### config.mk
export PLATFORM = sky130hd
export DESIGN_NAME = bicc_controller
export DESIGN_NICKNAME = d
export VERILOG_FILES = /design/src/sv/bicc_pkg.sv /design/src/sv/bicc_controller.sv
export VERILOG_INCLUDE_DIRS = /design/src /design/src/sv
export SDC_FILE = /design/constraint.sdc
export NUM_CORES = 1
export LEC_CHECK = 0
export ABC_AREA = 1
export BUFFER_PORTS_ARGS = -buffer_cell sky130_fd_sc_hd__buf_2
export CORE_AREA = 2 2 39 41
export DETAILED_ROUTE_END_ITERATION = 16
export DIE_AREA = 0 0 41 43
export GPL_TIMING_DRIVEN = 0
export PLACE_DENSITY_LB_ADDON = 0.05
export SKIP_LAST_GASP = 1
export SYNTH_ARGS = -nofsm -noshare
export SYNTH_HDL_FRONTEND = slang
export SYNTH_SLANG_ARGS = --single-unit
### constraint.sdc
create_clock -name i_clk -period 1.5 [get_ports i_clk]
set_input_delay 0.225 -clock i_clk [delete_from_list [all_inputs] [get_ports i_clk]]
set_output_delay 0.225 -clock i_clk [all_outputs]
set_load 0.1 [all_outputs]
### src/sv/assert_macros.svh
// Assertion macros used by the component counter controller.
// No dependencies.
`ifndef ASSERT_MACROS_SVH
`define ASSERT_MACROS_SVH

// Assertion that is switched off while reset is held.
`define ASSERT_RST(lbl, clk, rst_n, prop, msg) \
    lbl: assert property (@(posedge clk) disable iff (!rst_n) prop) else $error(msg);

// Assertion that is checked at every clock edge, reset included.
`define ASSERT_ALWAYS(lbl, clk, prop, msg) \
    lbl: assert property (@(posedge clk) prop) else $error(msg);

`endif

### src/sv/bicc_pkg.sv
// Types and constants for the binary image component counter.
// No dependencies.
package bicc_pkg;

    localparam int CountW    = 12;
    localparam int RowWidthW = 7;
    localparam logic [RowWidthW-1:0] RowWidthReset = 7'd64;

    typedef struct packed {
        logic pixel_set;
        logic frame_end;
    } t_in_item;

    typedef struct packed {
        logic [CountW-1:0] component_count;
        logic              overflow;
    } t_out_item;

    typedef enum logic [3:0] {
        OP_NONE,
        OP_CFG,
        OP_ACCEPT,
        OP_FIND_START,
        OP_FIND_STEP,
        OP_FIND_DONE,
        OP_CMP_READ,
        OP_CMP_STEP,
        OP_UNION,
        OP_EMIT
    } t_dp_op;

    typedef struct packed {
        t_dp_op op;
        logic   sel_up;
    } t_cmd;

    typedef struct packed {
        logic do_left;
        logic do_up;
        logic rd_is_self;
        logic rd_is_root;
        logic cur_is_root;
        logic out_busy;
    } t_status;

    typedef enum logic [2:0] {
        S_IDLE,
        S_START,
        S_FIND,
        S_CMP0,
        S_CMP,
        S_UNION,
        S_EMIT
    } t_state;

endpackage

### src/sv/bicc_controller.sv
// Controller state machine sequencing finds, path compression and unions.
// Depends on bicc_pkg and assert_macros.svh.
`include "assert_macros.svh"
module bicc_controller (
    input  logic              i_clk,
    input  logic              i_rst_n,
    input  logic              i_in_valid,
    input  logic              i_frame_end,
    output logic              o_in_ready,
    input  logic              i_cfg_valid,
    output logic              o_cfg_ready,
    input  bicc_pkg::t_status i_status,
    output bicc_pkg::t_cmd    o_cmd
);
    import bicc_pkg::*;

    t_state r_state, n_state;
    logic   r_do_up, n_do_up;
    logic   r_last, n_last;
    logic   r_phase_up, n_phase_up;
    logic   in_acc;

    assign o_cfg_ready = r_state == S_IDLE;
    assign o_in_ready  = (r_state == S_IDLE) && !i_cfg_valid
                         && !(i_frame_end && i_status.out_busy);
    assign in_acc      = i_in_valid && o_in_ready;

    always_ff @(posedge i_clk) begin
        if (!i_rst_n) begin
            r_state    <= S_IDLE;
            r_do_up    <= 1'b0;
            r_last     <= 1'b0;
            r_phase_up <= 1'b0;
        end else begin
            r_state    <= n_state;
            r_do_up    <= n_do_up;
            r_last     <= n_last;
            r_phase_up <= n_phase_up;
        end
    end

    always_comb begin
        n_state      = r_state;
        n_do_up      = r_do_up;
        n_last       = r_last;
        n_phase_up   = r_phase_up;
        o_cmd.op     = OP_NONE;
        o_cmd.sel_up = r_phase_up;
        unique case (r_state)
            S_IDLE: begin
                if (i_cfg_valid) begin
                    o_cmd.op = OP_CFG;
                end else if (in_acc) begin
                    o_cmd.op = OP_ACCEPT;
                    n_do_up  = i_status.do_up;
                    n_last   = i_frame_end;
                    if (i_status.do_left) begin
                        n_phase_up = 1'b0;
                        n_state    = S_START;
                    end else if (i_status.do_up) begin
                        n_phase_up = 1'b1;
                        n_state    = S_START;
                    end else if (i_frame_end) begin
                        n_state = S_EMIT;
                    end
                end
            end
            S_START: begin
                o_cmd.op = OP_FIND_START;
                n_state  = S_FIND;
            end
            S_FIND: begin
                if (i_status.rd_is_self) begin
                    o_cmd.op = OP_FIND_DONE;
                    n_state  = S_CMP0;
                end else begin
                    o_cmd.op = OP_FIND_STEP;
                end
            end
            S_CMP0: begin
                if (i_status.cur_is_root) begin
                    n_state = S_UNION;
                end else begin
                    o_cmd.op = OP_CMP_READ;
                    n_state  = S_CMP;
                end
            end
            S_CMP: begin
                o_cmd.op = OP_CMP_STEP;
                if (i_status.rd_is_root) begin
                    n_state = S_UNION;
                end
            end
            S_UNION: begin
                o_cmd.op = OP_UNION;
                if (!r_phase_up && r_do_up) begin
                    n_phase_up = 1'b1;
                    n_state    = S_START;
                end else if (r_last) begin
                    n_state = S_EMIT;
                end else begin
                    n_state = S_IDLE;
                end
            end
            S_EMIT: begin
                o_cmd.op = OP_EMIT;
                n_state  = S_IDLE;
            end
            default: n_state = S_IDLE;
        endcase
    end

    `ASSERT_ALWAYS(a_reset_idle, i_clk, !i_rst_n |=> r_state == S_IDLE, "not idle after reset")
    `ASSERT_RST(a_emit_idle, i_clk, i_rst_n, r_state == S_EMIT |=> r_state == S_IDLE, "emit stuck")
    `ASSERT_RST(a_walk, i_clk, i_rst_n, (r_state == S_FIND && !i_status.rd_is_self) |=> r_state == S_FIND, "walk left early")
    `ASSERT_RST(a_union_from, i_clk, i_rst_n, r_state == S_UNION |-> ($past(r_state) == S_CMP || $past(r_state) == S_CMP0), "union without find")

endmodule

* Word-level counts from Yosys, hierarchy flattened
Index checks and enable logic that the tools add are counted.
** Operators by class
- Add/sub/neg operators :: 0
- $mul :: 0
- Div/mod/pow operators :: 0
- $lt $le $gt $ge :: 0
- Eq/ne operators :: 13
- Shifts and indexed selects :: 0
- Multiplexer cells :: 22
- Bitwise logic cells :: 1
- Reduce and logical (&&, ||, !) cells :: 13
** Operators with widths (number)
- 3-bit two-way mux :: 10
- 4-bit one-hot mux with 7 select lines :: 1
- 3-bit one-hot mux with 6 select lines :: 1
- 5-bit AND reduction :: 2
- 3-bit == test (second input constant) :: 3
- 2-bit inequality test (second input constant) :: 4
- 1-bit two-way mux :: 7
- 3-bit by 2-bit == test with 1-bit output (second input constant) :: 2
- 1-bit logical AND :: 5
- 2-bit two-way mux :: 2
- 4-bit by 2-bit inequality test with 1-bit output (second input constant) :: 1
- 3-bit by 1-bit == test with 1-bit output (second input constant) :: 1
- 1-bit zero test :: 3
- 3-bit zero test :: 1
- 3-bit by 1-bit inequality test with 1-bit output (second input constant) :: 1
- 3-bit AND reduction :: 1
- 2-bit by 1-bit inequality test with 1-bit output (second input constant) :: 1
- 1-bit one-hot mux with 2 select lines :: 1
- 2-bit nonzero test :: 1
- 1-bit NOT :: 1
** Word-level totals
- Register bits after elaboration :: 6
- Latch bits :: 0
- Bits in writable memories :: 0
- Memory bits (read-only) :: 0
- Input bits :: 11
- Output and inout port bits :: 7
- Word-level logic and storage cells :: 53
- Memories kept :: 0

* Longest topological paths before layout
- Word-level depth :: 7
- Depth in mapped cells :: 9
- Gate-level depth less buffers :: 9

* Least setup slack after synthesis
OpenSTA, ideal clock, no wires.
- Kind :: register -> output
- Start point :: register r_state[1]
- End point :: output port o_cmd[1] in the netlist's numbering
- Data arrival time :: 2.814 ns
- Required time :: 1.275 ns
- Slack :: -1.539 ns
- Stages on the path, launching flop included :: 5
- Buffers on the path :: 0
- Cells stage by stage :: dfxtp_1 inv_1 nor2_2 nand2_1 o21ai_0
** RTL lines
- start, declared :: line bicc_controller.sv:17 : t_state r_state, n_state;
- start signal, assigned :: line bicc_controller.sv:35 : r_state <= n_state;
- end, declared :: line bicc_controller.sv:13 : output bicc_pkg::t_cmd o_cmd

==> results.yml <==
finish:
  final_cells: 122
  final_nets: 119
  drive_gt1_frac: 0.500
  layout_commonest_cell: "nand2_1"
  antenna_cells: 0
  syn_to_final_growth_pct: 62.4
  layout_common_cells: "14 x nand2_1, 13 x nor2_1, 12 x buf_4"
worst_setup_path:
  path_buf_inv: 2
  cpMaxStageDelayCell: "dfxtp_4"
  crit_path_max_fanout: 4
  critPathCaptureType: "output port"
  arrival_ps: 1310
  path_cells: "inv_2, nor2_2, nand2_2, o21ai_4, buf_12"
  path_class: "reg2out"
  critical_path.startpoint_type: "flop"
  worst_path_dominant_cell_family: "flip-flops"
  cp.required_ps: 1270
  cpPeakStageDelay_ps: 370
floorplanning:
  initial_core_util: 0.356
  io_pins: 18
  dieHeight_um: 43
  die_x_um: 41
  fp.dieArea_um2: 1760
  num_rows: 14
  core_area_um2: 1380
timing:
  drv_slew: 0
  timing.hold.ws_ps: 251
  grt_setup_unrepaired: "true"
  worst_slew_pin_slew_ps: 484
  fin_crit_ps: 1530
  relSlewSlack: 0.679
  finalHoldViolations: 0
  setup_viol: 3
  min_period_over_period: 1.02
  max_freq_ghz: 0.652
  fin_ws_ps: -34.8
  clock_skew_ps: 4.94
grt:
  grt_pass1_wl_um: 2080
  grt_max_degree: 8
  gr-usage-all-layers: 0.175
  grt_overflow_total: 0
  grt_pass1_vias: 534
  antenna_found_initial: 0
route:
  firstDrtPassIters: 4
  wl_um: 1310
  routed_via_density: 4.80
  first_iter_violations: 19
  postRouteAntennaNets: 0
  vias: 586
  drc: 0
  wire_per_inst_um: 10.7
place:
  place.gp.congestion: 0.838
  place_hpwl_um: 949
  port_buffers: 17
  placedCellCount: 110
clock_tree:
  cts_made_buffers: 3
  clkLatencyLatePin_ps: 240
  cts_tree: "yes"
  cts.clk_slew.worst_paths_ps: 50
  hold_buffers: 0
  htree_levels: 1
  cts_sinks: 6
  cts-root-buf: "clkbuf_4"
  clock_path_buffers: 2
logic_synthesis:
  seq_area_frac_synth: 0.244
  synth.distinct_cells: 20
  syn_inst: 77
  syn-num-nets: 88
  ys_warn_count: 0
  avgSynthCellArea_um2: 6.40
  synth_seq_cells: 6
  synth_area_um2: 493
flow_run:
  drv_cap: 0
outcome:
  violations: "setup timing"
  run_status: "finished with violations"
hold_path:
  hold_path_class: "in2reg"
tightest hold or removal path, cell delays in order:
cell and delay (ps):
buf_2 130, nand2_1 70, nor2_1 30
worst paths after layout:
kind	from	endpoint	slack, ps	depth (start not counted)
min reg2reg	r_do_up	r_do_up	510	2
min	i_rst_n	r_state[1]	250	3
max	r_state[1]	o_cmd[1]	-30	5
max reg2reg	r_state[1]	r_do_up	120	8
cells in the mapped netlist, drive strengths merged:
| master | n | share of area |
|---|---|---|
| nand2 | 20 | 0.17 |
| nor2 | 16 | 0.16 |
| inv | 11 | 0.089 |
| dfxtp | 6 | 0.24 |
| nand3 | 6 | 0.086 |
| o21ai | 5 | 0.074 |
| a21oi | 4 | 0.041 |
| nand4 | 4 | 0.051 |
| nand3b | 2 | 0.030 |
| buf | 1 | 0.015 |
| nor3b | 1 | 0.025 |
| o21a | 1 | 0.015 |
flip-flops by register name, indices dropped and copies added (netlist names):
signal / cells
r_do_up: 1
r_state: 3
r_last: 1
r_phase_up: 1
per-layer routing:
layer	vias up	wire length (um)	global-route usage
met5	-	0	0
met4	0	8	0.100
met3	2	55	0.0314
met2	17	674	0.275
met1	260	571	0.210
li1	307	-	-
area by class of cell:
cell class	count	area [um2]
Tap cell	16	20.0
Inverter	11	46.3
Timing Repair Buffer	26	209
Buffer	1	7.51
Clock buffer	3	22.5
Fill cell	144	583
Multi-Input combinational cell	59	364
Sequential cell	6	131
kinds of logic after synthesis:
logic type / after synthesis / synth area share
compound gates: 10 / 0.129
buf+inv: 12 / 0.104
flops: 6 / 0.244
simple gates: 49 / 0.523
metrics by stage:
| stage | setup WS, ps | TNS (ps) | area, um2 | util |
|---|---|---|---|---|
| floorplan | -257 | -467 | 526 | - |
| global placement | -168 | -293 | 631 | 0.456 |
| detailed placement | -140 | -249 | 631 | 0.456 |
| CTS | -78.1 | -99.0 | 782 | 0.565 |
| global route | -88.9 | -294 | 801 | 0.579 |
| finish | -34.8 | -86.2 | 801 | 0.579 |
what timing repair did:
item                                    CTS  global route
pin swaps                                 4             0
endpoints found under the setup margin    6             5
setup buffers                             8             1
gates cloned                              0             0
gates resized for setup                  22             5
Power is not shown: default switching activity piles up to over one toggle a cycle in this logic, so the estimate is an artifact.
